`config.mk`:
```
export PLATFORM = sky130hd
export DESIGN_NAME = quadrature_encoder_bank_to_midi_cc_unit
export DESIGN_NICKNAME = d
export VERILOG_FILES = /design/src/rtl/qebmidi_pkg.sv /design/src/rtl/qebmidi_update.sv /design/src/rtl/quadrature_encoder_bank_to_midi_cc_unit.sv
export SDC_FILE = /design/constraint.sdc
export NUM_CORES = 1
export LEC_CHECK = 0
export ABC_AREA = 1
export BUFFER_PORTS_ARGS = -buffer_cell sky130_fd_sc_hd__buf_2
export CORE_MARGIN = 2
export CORE_UTILIZATION = 30
export CTS_CLUSTER_DIAMETER = 100
export DETAILED_ROUTE_END_ITERATION = 10
export GPL_TIMING_DRIVEN = 0
export RECOVER_POWER = 50
export SYNTH_ARGS = -nofsm -noshare
export SYNTH_HDL_FRONTEND = slang
export SYNTH_SLANG_ARGS = --single-unit
```
`constraint.sdc`:
```
create_clock -name clk -period 4.9 [get_ports clk]
set_input_delay 0.245 -clock clk [delete_from_list [all_inputs] [get_ports clk]]
set_output_delay 0.245 -clock clk [all_outputs]
set_load 0.01 [all_outputs]
```
`src/rtl/qebmidi_pkg.sv`:
```
// Shared types, constants and helper functions for the encoder bank to MIDI CC unit.
// Used by qebmidi_update and quadrature_encoder_bank_to_midi_cc_unit. No dependencies.
package qebmidi_pkg;

  localparam int ENCODERS_DEF = 8;
  localparam int ENC_W        = 3;
  localparam int ENC_CNT_W    = 4;
  localparam int VAL_W        = 7;
  localparam int CHAN_W       = 4;
  localparam int NEWVAL_W     = 8;
  localparam int CFG_IDX_W    = 3;
  localparam int CFG_DATA_W   = 56;

  localparam logic [NEWVAL_W-1:0] POS_MAX = 8'd127;

  // Configuration register indexes
  localparam logic [CFG_IDX_W-1:0] REG_ENABLED_MASK  = 3'd0;
  localparam logic [CFG_IDX_W-1:0] REG_MAX_VALUES    = 3'd1;
  localparam logic [CFG_IDX_W-1:0] REG_MIDI_CHANNELS = 3'd2;
  localparam logic [CFG_IDX_W-1:0] REG_CONTROLLERS   = 3'd3;

  // Input item mode
  localparam logic MODE_SAMPLE = 1'b0;
  localparam logic MODE_LOAD   = 1'b1;

  // Phase transitions {previous AB, new AB}
  localparam logic [3:0] TR_UP_0 = 4'b1101;
  localparam logic [3:0] TR_UP_1 = 4'b0100;
  localparam logic [3:0] TR_UP_2 = 4'b0010;
  localparam logic [3:0] TR_UP_3 = 4'b1011;
  localparam logic [3:0] TR_DN_0 = 4'b1110;
  localparam logic [3:0] TR_DN_1 = 4'b0111;
  localparam logic [3:0] TR_DN_2 = 4'b0001;
  localparam logic [3:0] TR_DN_3 = 4'b1000;

  typedef struct packed {
    logic [VAL_W-1:0] pos;
    logic [1:0]       phase;
    logic             report;
  } upd_t;

  function automatic logic counts_up(input logic [3:0] trans);
    return trans inside {TR_UP_0, TR_UP_1, TR_UP_2, TR_UP_3};
  endfunction

  function automatic logic counts_down(input logic [3:0] trans);
    return trans inside {TR_DN_0, TR_DN_1, TR_DN_2, TR_DN_3};
  endfunction

endpackage

```
`src/rtl/qebmidi_update.sv`:
```
// Next-value logic for one encoder: clamp, count on quadrature transitions, or load.
// Depends on qebmidi_pkg.
module qebmidi_update (
  input  logic                               mode,
  input  logic                               pin_a,
  input  logic                               pin_b,
  input  logic [qebmidi_pkg::NEWVAL_W-1:0]   new_value,
  input  logic [qebmidi_pkg::VAL_W-1:0]      pos_before,
  input  logic [1:0]                         last_phase,
  input  logic [qebmidi_pkg::VAL_W-1:0]      limit,
  output qebmidi_pkg::upd_t                  upd
);

  logic [qebmidi_pkg::VAL_W-1:0] clamped;
  logic [3:0]                    trans;

  always_comb begin
    clamped    = (pos_before > limit) ? limit : pos_before;
    trans      = {last_phase, pin_a, pin_b};
    upd.phase  = {pin_a, pin_b};
    upd.pos    = clamped;
    upd.report = 1'b0;
    if (mode == qebmidi_pkg::MODE_LOAD) begin
      upd.pos    = (new_value > qebmidi_pkg::POS_MAX) ? qebmidi_pkg::POS_MAX[6:0]
                                                      : new_value[6:0];
      upd.report = 1'b1;
    end else begin
      if (clamped < limit && qebmidi_pkg::counts_up(trans)) begin
        upd.pos = clamped + 7'd1;
      end else if (clamped != '0 && qebmidi_pkg::counts_down(trans)) begin
        upd.pos = clamped - 7'd1;
      end
      upd.report = (upd.pos != pos_before);
    end
  end

endmodule

```
`src/rtl/quadrature_encoder_bank_to_midi_cc_unit.sv`:
```
// Encoder bank to MIDI control-change unit: top level with input register, per-encoder
// state, configuration registers and output register. Depends on qebmidi_pkg, qebmidi_update.
// Items pass through the input register and the output register. Throughput: one item per
// cycle unless a result held by m_tready low holds the input; the state read-modify-write
// sits between the input and output registers, so consecutive items to the same encoder see
// each other's updates. Reset clears valid flags, configuration and encoder state, not data.
module quadrature_encoder_bank_to_midi_cc_unit #(
  parameter int ENCODERS = qebmidi_pkg::ENCODERS_DEF
) (
  input  logic                                 clk,
  input  logic                                 rst,
  input  logic                                 s_tvalid,
  output logic                                 s_tready,
  // encoder[2:0], pin_a[3], pin_b[4], new_value[12:5], zero[15:13]
  input  logic [15:0]                          s_tdata,
  // mode[0]
  input  logic                                 s_tuser,
  output logic                                 m_tvalid,
  input  logic                                 m_tready,
  // source_encoder[2:0], midi_channel[6:3], controller_number[13:7],
  // control_value[20:14], zero[23:21]
  output logic [23:0]                          m_tdata,
  input  logic                                 cfg_valid,
  output logic                                 cfg_ready,
  input  logic [qebmidi_pkg::CFG_IDX_W-1:0]    cfg_index,
  input  logic [qebmidi_pkg::CFG_DATA_W-1:0]   cfg_data
);

  localparam int ENC_W  = qebmidi_pkg::ENC_W;
  localparam int VAL_W  = qebmidi_pkg::VAL_W;
  localparam int CHAN_W = qebmidi_pkg::CHAN_W;

  // configuration
  logic [7:0]  enabled_mask;
  logic [55:0] max_values;
  logic [31:0] midi_channels;
  logic [55:0] controllers;

  // input register
  logic                               in_valid;
  logic                               in_mode;
  logic [ENC_W-1:0]                   in_enc;
  logic                               in_pin_a;
  logic                               in_pin_b;
  logic [qebmidi_pkg::NEWVAL_W-1:0]   in_new_value;

  // encoder state
  logic [VAL_W-1:0] position   [ENCODERS];
  logic [1:0]       last_phase [ENCODERS];

  // output register
  logic        out_valid;
  logic [23:0] out_data;

  logic              advance;
  logic              hit;
  logic              emit;
  logic [VAL_W-1:0]  pos_rd;
  logic [1:0]        phase_rd;
  logic [VAL_W-1:0]  maxv;
  logic [VAL_W-1:0]  ctrl;
  logic [CHAN_W-1:0] chan;
  qebmidi_pkg::upd_t upd;

  assign cfg_ready = 1'b1;
  assign advance   = in_valid && (!out_valid || m_tready);
  assign s_tready  = !in_valid || advance;
  assign m_tvalid  = out_valid;
  assign m_tdata   = out_data;

  always_ff @(posedge clk) begin
    if (rst) begin
      enabled_mask  <= '0;
      max_values    <= '0;
      midi_channels <= '0;
      controllers   <= '0;
    end else if (cfg_valid) begin
      case (cfg_index)
        qebmidi_pkg::REG_ENABLED_MASK:  enabled_mask  <= cfg_data[7:0];
        qebmidi_pkg::REG_MAX_VALUES:    max_values    <= cfg_data[55:0];
        qebmidi_pkg::REG_MIDI_CHANNELS: midi_channels <= cfg_data[31:0];
        qebmidi_pkg::REG_CONTROLLERS:   controllers   <= cfg_data[55:0];
        default: ;
      endcase
    end
  end

  // capture an item whenever the stage is free or moving on
  always_ff @(posedge clk) begin
    if (rst) begin
      in_valid <= 1'b0;
    end else if (s_tready) begin
      in_valid <= s_tvalid;
    end
  end

  always_ff @(posedge clk) begin
    if (s_tready && s_tvalid) begin
      in_mode      <= s_tuser;
      in_enc       <= s_tdata[2:0];
      in_pin_a     <= s_tdata[3];
      in_pin_b     <= s_tdata[4];
      in_new_value <= s_tdata[12:5];
    end
  end

  always_comb begin
    pos_rd   = '0;
    phase_rd = '0;
    for (int e = 0; e < ENCODERS; e++) begin
      if (in_enc == ENC_W'(e)) begin
        pos_rd   = position[e];
        phase_rd = last_phase[e];
      end
    end
  end

  assign maxv = max_values[in_enc * 7 +: 7];
  assign ctrl = controllers[in_enc * 7 +: 7];
  assign chan = midi_channels[in_enc * 4 +: 4];
  assign hit  = (qebmidi_pkg::ENC_CNT_W'(in_enc) < qebmidi_pkg::ENC_CNT_W'(ENCODERS))
                && enabled_mask[in_enc];
  assign emit = hit && upd.report && (ctrl != '0);

  qebmidi_update u_update (
    .mode       (in_mode),
    .pin_a      (in_pin_a),
    .pin_b      (in_pin_b),
    .new_value  (in_new_value),
    .pos_before (pos_rd),
    .last_phase (phase_rd),
    .limit      (maxv),
    .upd        (upd)
  );

  always_ff @(posedge clk) begin
    if (rst) begin
      for (int e = 0; e < ENCODERS; e++) begin
        position[e]   <= '0;
        last_phase[e] <= '0;
      end
    end else if (advance && hit) begin
      for (int e = 0; e < ENCODERS; e++) begin
        if (in_enc == ENC_W'(e)) begin
          position[e] <= upd.pos;
          // load mode leaves the phase alone
          if (in_mode == qebmidi_pkg::MODE_SAMPLE) begin
            last_phase[e] <= upd.phase;
          end
        end
      end
    end
  end

  always_ff @(posedge clk) begin
    if (rst) begin
      out_valid <= 1'b0;
    end else if (advance) begin
      out_valid <= emit;
    end else if (m_tready) begin
      out_valid <= 1'b0;
    end
  end

  always_ff @(posedge clk) begin
    if (advance && emit) begin
      out_data <= {3'b000, upd.pos, ctrl, chan, in_enc};
    end
  end

  a_ctrl_nonzero: assert property (@(posedge clk) disable iff (rst)
    m_tvalid |-> (m_tdata[13:7] != '0))
    else $error("result with zero controller number");

  a_reset_empty: assert property (@(posedge clk) disable iff (rst)
    $past(rst) |-> (!m_tvalid && !in_valid))
    else $error("item pending straight after reset");

  a_sample_within_max: assert property (@(posedge clk) disable iff (rst)
    (advance && emit && in_mode == qebmidi_pkg::MODE_SAMPLE) |=>
      (m_tdata[20:14] <= $past(maxv)))
    else $error("sampled value above encoder maximum");

  a_load_saturates: assert property (@(posedge clk) disable iff (rst)
    (advance && emit && in_mode == qebmidi_pkg::MODE_LOAD && in_new_value[7]) |=>
      (m_tdata[20:14] == qebmidi_pkg::POS_MAX[6:0]))
    else $error("loaded value not saturated");

endmodule

```
* Word level (Yosys, flattened, before mapping)
Memories as Yosys holds them, arrays and structs flattened. Index checks and enable logic that the tools add are counted.
Word-level totals: bits in registers 189, RAM bits 72, bits of input ports 81, output and inout bits 27, word-level logic and storage cells 192, memories 2
Cells by class: $add $sub $neg 2, $mul 1, order comparisons 4, equality and inequality tests 19, shift operators 3, mux-type cells 110, bitwise gates (word level) 16, reductions and logical operators 23
Memories:
- position | depth 8, bits a word 7, rd ports 8, clocked after memory_dff 0, wr ports 8, RTL line quadrature_encoder_bank_to_midi_cc_unit.sv:48 | logic [VAL_W-1:0] position [ENCODERS];
- last_phase | depth 8, bits a word 2, rd ports 8, clocked after memory_dff 0, wr ports 8, RTL line quadrature_encoder_bank_to_midi_cc_unit.sv:49 | logic [1:0] last_phase [ENCODERS];
Operator list (number):
- 7-bit two-way mux | 22
- 56-bit by 7-bit variable part select with 7-bit output | 2
- 1-bit two-way mux | 71
- 2-bit two-way mux | 16
- 32-bit by 6-bit variable part select with 4-bit output | 1
- 4-bit equality test, second input constant | 4
- 1-bit OR | 16
- 7-bit nonzero test | 2
- 3-bit by 2-bit equality test with 1-bit output, second input constant | 4
- 3-bit equality test, second input constant | 4
- 4-bit by 3-bit equality test with 1-bit output, second input constant | 2
- 8-bit by 7-bit greater-than comparator with 1-bit output, second input constant | 1
- 1-bit logical AND | 8
- 2-bit AND reduction | 4
- 4-bit nonzero test | 2
- 7-bit by 1-bit adder with 7-bit output, second input constant | 1
- 7-bit greater-than comparator | 1
- 7-bit less-than comparator | 1
- 7-bit != test | 1
- 7-bit by 1-bit subtractor with 7-bit output, second input constant | 1
- 3-bit by 1-bit equality test with 1-bit output, second input constant | 2
- 3-bit logical NOT | 2
- 3-bit by 3-bit multiplier with 6-bit output, second input constant | 1
- 4-bit by 1-bit equality test with 1-bit output, second input constant | 1
- 6 further kinds | 8

* Logic depth before layout (Yosys ltp)
depth in word-level cells 21, gate-level depth with buffers 40

* Hierarchy
A second synthesis with hierarchy kept.
Second synthesis, totals: cell total of the unflattened synthesis 1491, area, all modules 11960.2 µm²
Modules (own cells, without submodules):
- quadrature_encoder_bank_to_midi_cc_unit | instances 1, cells each 1295, area each 10802.9 µm², seq. area each 6296.0 µm²
- qebmidi_update | instances 1, cells each 196, area each 1157.4 µm², seq. area each 0.0 µm²

* Worst setup path after synthesis
Ideal clock, no wire load.
path kind reg-to-reg, start reg in_enc[1], end reg out_data[0] (netlist: m_tdata[0]) (enable), library setup time 0.376 ns, data arrival time 4.654 ns, slack -0.129 ns, cell stages (with the launch flop) 34, buffers on the path 1, path through edfxtp_1 inv_4 nand2_4 nor2_8 inv_1 or2_2 nand2_1 nand3_1 ha_1 a21oi_1 o21a_1 nand2_1 o21ai_0 buf_2 or2_0 nand2_1 ha_1 a21oi_1 nor2_1 a211oi_1 nand3_2 nor2_4 nand2_4 nand2_1 nand2_1 nand2_1 nand2_1 nand2_1 nand2_1 nand2_1 nor2_1 nand2_1 nand2_2 inv_1
On the way: word-level cells in the longest chain between the ends 21, elaborated cells between the ends (all ways) 56, those cells by class 2 x add/sub; 1 x mul; 2 x order compare; 16 x eq/ne; 2 x shift; 23 x mux; 10 x reduce/logical
Ends and longest elaborated chain:
- from (decl) | RTL line quadrature_encoder_bank_to_midi_cc_unit.sv:42 | logic [ENC_W-1:0] in_enc;
- from (signal assigned) | RTL line quadrature_encoder_bank_to_midi_cc_unit.sv:100 | in_enc <= s_tdata[2:0];
- branches (longest 19 deep; another with 7-bit greater-than comparator)
- 1-bit logical AND * | RTL line quadrature_encoder_bank_to_midi_cc_unit.sv:123 | assign emit = hit && upd.report && (ctrl != '0);
- 1-bit logical AND * | RTL line quadrature_encoder_bank_to_midi_cc_unit.sv:166 | if (advance && emit) begin
- to (signal assigned) | RTL line quadrature_encoder_bank_to_midi_cc_unit.sv:167 | out_data <= {3'b000, upd.pos, ctrl, chan, in_enc};
- to (decl) | RTL line quadrature_encoder_bank_to_midi_cc_unit.sv:53 | logic [23:0] out_data;
Mark *: on every way between the ends. The select of a mux whose other input is x is not followed. A chain may end at the register's enable or synchronous reset.

* Worst setup path in the final report
start reg in_enc[1], end reg out_data[15] (netlist: m_tdata[15]) (enable)
The elaborated chain is that of the path after synthesis.

==> results.txt <==
Outcome: finished, violations left
Failing checks: setup timing
Overall routed net length: 41.9 mm
Startpoint kind of the worst setup timing path: register
Post-synthesis cell type count: 50
Worst-Margin Slew: 1.03 ns
Critical Path Max Stage Delay: 0.34 ns
Crit path launch: in_enc[1]
CP endpoint kind: register
Effective utilization at floorplan: 30.4%
Crit path top cell by count: sky130_fd_sc_hd__nand2_2
Mean Syn Cell Area: 8.13 sq um
Total GRT Usage: 19.3%
Proportion of total power due to net switching: 29.8%
Max FO, Critical Path: 6
Clk sink count: 261
Post-synthesis instance total: 1485
Proportion of power drawn by flip-flops and latches: 41.6%
Pin count of the biggest net entering global routing: 15
Maximum frequency from static timing analysis: 0.190 GHz
Worst slew margin relative to its limit: 30.7%
Layout net count: 1891
Final clock skew: 0.0237 ns
Clock tree from TritonCTS: done
Post-route minimum period: 5.25 ns
Placer's final routability congestion estimate: 0.917
Sum of net half-perimeters after detailed placement: 29.2 mm
Starting DRT DRC Count: 1104
Last element of the critical path: m_tdata[15]
Number of primary I/O pins: 108
Hold Path Origin: cfg_data[5]
Peak supply drop: 244 uV
Smallest setup slack after layout: -0.351 ns
Die Span Y: 205 um
Data required time of the critical path: 5.17 ns
Final Power: 5.77 mW
DR pass1 iterations: 7
DP Area: 13200 sq um
CTS root buf: sky130_fd_sc_hd__clkbuf_16
Leakage power of the design: 6.94 nW
Worst-skew pair later-pin latency: 0.57 ns
Clock network power share: 35.4%
Number of setup violations in the final report: 42
Wire length per cell: 17.9 um
Net switching power of the design: 1.72 mW
Maximum clock insertion buffer count: 3
Setup repair after global routing missed its margin: true
Width of the chip: 205 um
Post-route non-filler standard cell count: 2342
Fill count: 3914
Startpoint of the most critical register-to-register path: in_enc[1]
Power density over cell area: 345 nW/um^2
Post-synth EDFFs: 107
Number of antenna violations at the first check in global routing: 3
Capture instance of the worst register-to-register path: m_tdata[15]
Critical Path Slowest Stage Cell: sky130_fd_sc_hd__edfxtp_1
Max-cap check violation count: 0
Wire length of the first global-routing pass: 62.7 mm
Std-Cell Rows: 73
Drt drc: 0
Routed via count: 11600
Number of port buffers: 100
Worst Hold Slack: 0.0174 ns
Final core utilization: 42.1%
Summed area of non-filler cells in the final layout: 16700 sq um
Tightest Hold Check Type: primary input to register
Core footprint: 39700 sq um
Clock slew at the register clock pins of the worst setup and hold paths: 0.06 ns
Share of flip-flops with an asynchronous set or reset: 0%
Number of warnings issued by yosys: 0
Die area: 41900 sq um
Ratio of cells with drive above 1 in the final layout: 26.5%
Critical path data arrival time: 5.52 ns
Area grow syn2layout: 38.5%
Synthesis-stage register bit count: 261
Count of final max-slew check failures: 0
Path depth of the worst reg2reg path: 39
Part of the total power dissipated in combinational logic: 23.0%
Seq/Total Area, Yosys: 52.2%
Number of instances in the placed design: 2112
Clock buffer count from CTS: 27
Global route total overflow: 0
Setup slack of the worst register-to-register path: -0.35 ns
Number of nets with antenna violations after routing: 0
Primary flip-flop cell chosen by synthesis mapping: sky130_fd_sc_hd__dfxtp_1
H-tree depth reported by CTS: 1
Number of cells on the worst hold path: 3
Vias in the first global route: 11000
Critical path class: register to register
Total standard cell area after synthesis: 12100 sq um
Endpoints failing hold: 0
Via count normalized by instance count: 4.97
Total internal power: 4.05 mW
Period utilisation layout: 107%
[logic make-up (layout without fill, tap and decap cells)]
logic type	after synthesis	after routing	share of synthesized area (%)
and+or+nand+nor	729	730	26.0
AOI/OAI and AO/OA	290	290	13.7
buffers and inverters	187	514	6.42
other	2	6	0.0622
DFF	261	261	52.2
xor gates and xnor gates	1	1	0.0726
adders and majority gates	15	15	1.55
[sequential cells by signal, summed over array words and instances, names as in the netlist]
name           flops
controllers       56
enabled_mask       8
in_enc             3
in_mode            1
in_new_value       8
in_pin_a           1
in_pin_b           1
in_valid           1
last_phase        16
m_tdata           21
m_tvalid           1
max_values        56
midi_channels     32
position          56
[final cells by class]
class | count | area (sq um) | share of cell area, %
inverters | 107 | 458 | 2.74
well taps | 525 | 657 | 3.93
clock buffers | 38 | 778 | 4.66
multi-input cells | 1040 | 5780 | 34.5
repair inverters | 1 | 7.51 | 0.0449
repair buffers | 277 | 2150 | 12.8
clock inverters | 11 | 97.6 | 0.584
diodes | 2 | 5.00 | 0.0299
flip-flops and latches | 261 | 6300 | 37.7
plain buffers | 80 | 495 | 2.96
[metrics by stage]
step           setup TNS (ns)  worst slack, ns
3_3_place_gp           -93.67            -1.73
4_1_cts                -10.62           -0.362
3_5_place_dp           -95.57            -1.77
6_report                -7.10           -0.351
2_1_floorplan               0           0.0307
5_1_grt                -15.46           -0.513
[worst min path at each step]
stage / endpoint / slack (ns)
finish: midi_channels[5] / 0.02
global route: controllers[7] / 0.02
CTS: midi_channels[5] / 0.004
detailed placement: in_new_value[2] / 0.42
global placement: in_enc[1] / 0.42
floorplan: in_enc[0] / 0.34
[power groups by stage]
stage               clock (mW)  sequential (mW)  combinational, mW
floorplan                    0             2.43              0.565
global placement             0             2.44              0.829
detailed placement           0             2.44              0.839
CTS                       2.06             2.40               1.10
global route              2.14             2.41               1.43
finish                    2.04             2.40               1.33
[what timing repair did]
action	4_1_cts	5_1_grt
hold buffers	66	0
pin swaps	24	55
endpoints found under the setup margin	85	85
endpoints found under the hold margin	129	0
resized for setup	121	137
setup buffers	70	37
gates cloned	5	3
[cell usage in the layout (no fill, tap or decap), drive strengths merged, types with 5 or more instances in the layout]
master       synthesis  layout
a22oi               39      39
dlygate4sd3          0      66
clkinv               2      12
o21ai              172     172
buf                 26     232
or2                  9       9
nand3               74      74
a31oi                5       5
nand4               20      20
ha                  15      15
clkbuf              54      96
dfxtp              154     154
nor2               367     367
a21oi               47      47
edfxtp             107     107
inv                105     102
o22ai                8       8
nand2              252     253
[routing by layer]
| layer | track usage, % | vias up | wire length, um |
|---|---|---|---|
| li1 | - | 5570 | - |
| met1 | 25.8 | 5523 | 18100 |
| met2 | 31.8 | 476 | 19600 |
| met3 | 3.13 | 74 | 3140 |
| met4 | 6.21 | 4 | 1120 |
| met5 | 0 | - | 27 |
[synth_stat cells (2+ instances only)]
library cell / instances / area, sq um
sky130_fd_sc_hd__or2_0: 5 / 31.3
sky130_fd_sc_hd__o21ai_2: 3 / 26.3
sky130_fd_sc_hd__nand3b_1: 2 / 15.0
sky130_fd_sc_hd__o31ai_1: 2 / 15.0
sky130_fd_sc_hd__buf_1: 4 / 15.0
sky130_fd_sc_hd__dfxtp_1: 154 / 3080
sky130_fd_sc_hd__nand4_2: 2 / 25.0
sky130_fd_sc_hd__o21ai_1: 4 / 20.0
sky130_fd_sc_hd__or2_1: 2 / 12.5
sky130_fd_sc_hd__o21ai_0: 165 / 826
sky130_fd_sc_hd__nand3_1: 70 / 350
sky130_fd_sc_hd__a31oi_1: 4 / 25.0
sky130_fd_sc_hd__nor2_2: 12 / 75.1
sky130_fd_sc_hd__nand4_1: 18 / 113
sky130_fd_sc_hd__buf_4: 7 / 52.6
sky130_fd_sc_hd__a22o_1: 2 / 17.5
sky130_fd_sc_hd__clkinv_1: 2 / 7.51
sky130_fd_sc_hd__nor3_1: 4 / 20.0
sky130_fd_sc_hd__a22oi_1: 39 / 293
sky130_fd_sc_hd__buf_2: 11 / 55.1
sky130_fd_sc_hd__buf_6: 4 / 45.0
sky130_fd_sc_hd__a211oi_1: 3 / 22.5
sky130_fd_sc_hd__a221oi_1: 3 / 26.3
sky130_fd_sc_hd__edfxtp_1: 107 / 3210
sky130_fd_sc_hd__nand2_1: 231 / 867
sky130_fd_sc_hd__a21oi_1: 44 / 220
sky130_fd_sc_hd__nand2_2: 16 / 100
sky130_fd_sc_hd__a32oi_1: 2 / 17.5
sky130_fd_sc_hd__nor2_8: 2 / 40.0
sky130_fd_sc_hd__ha_1: 15 / 188
sky130_fd_sc_hd__o22ai_1: 8 / 50.1
sky130_fd_sc_hd__a21oi_2: 3 / 26.3
sky130_fd_sc_hd__nand2_4: 5 / 56.3
sky130_fd_sc_hd__inv_2: 13 / 48.8
sky130_fd_sc_hd__nand3_2: 4 / 40.0
sky130_fd_sc_hd__nor2_1: 346 / 1300
sky130_fd_sc_hd__o31a_1: 3 / 26.3
sky130_fd_sc_hd__clkbuf_1: 54 / 203
sky130_fd_sc_hd__conb_1: 2 / 7.51
sky130_fd_sc_hd__inv_1: 91 / 342
sky130_fd_sc_hd__nor2_4: 7 / 78.8
sky130_fd_sc_hd__or2_2: 2 / 12.5
[critical path: cells and delay by family, from the launching register on]
kind | cells | cell delay (ns)
AO/OA/AOI/OAI | 3 | 0.52
adder cells (fa/ha/maj) | 2 | 0.53
buffers and inverters | 11 | 1.44
flip-flops | 1 | 0.34
AND/OR/NAND/NOR | 23 | 2.11
(Power assumes the default switching activity.)
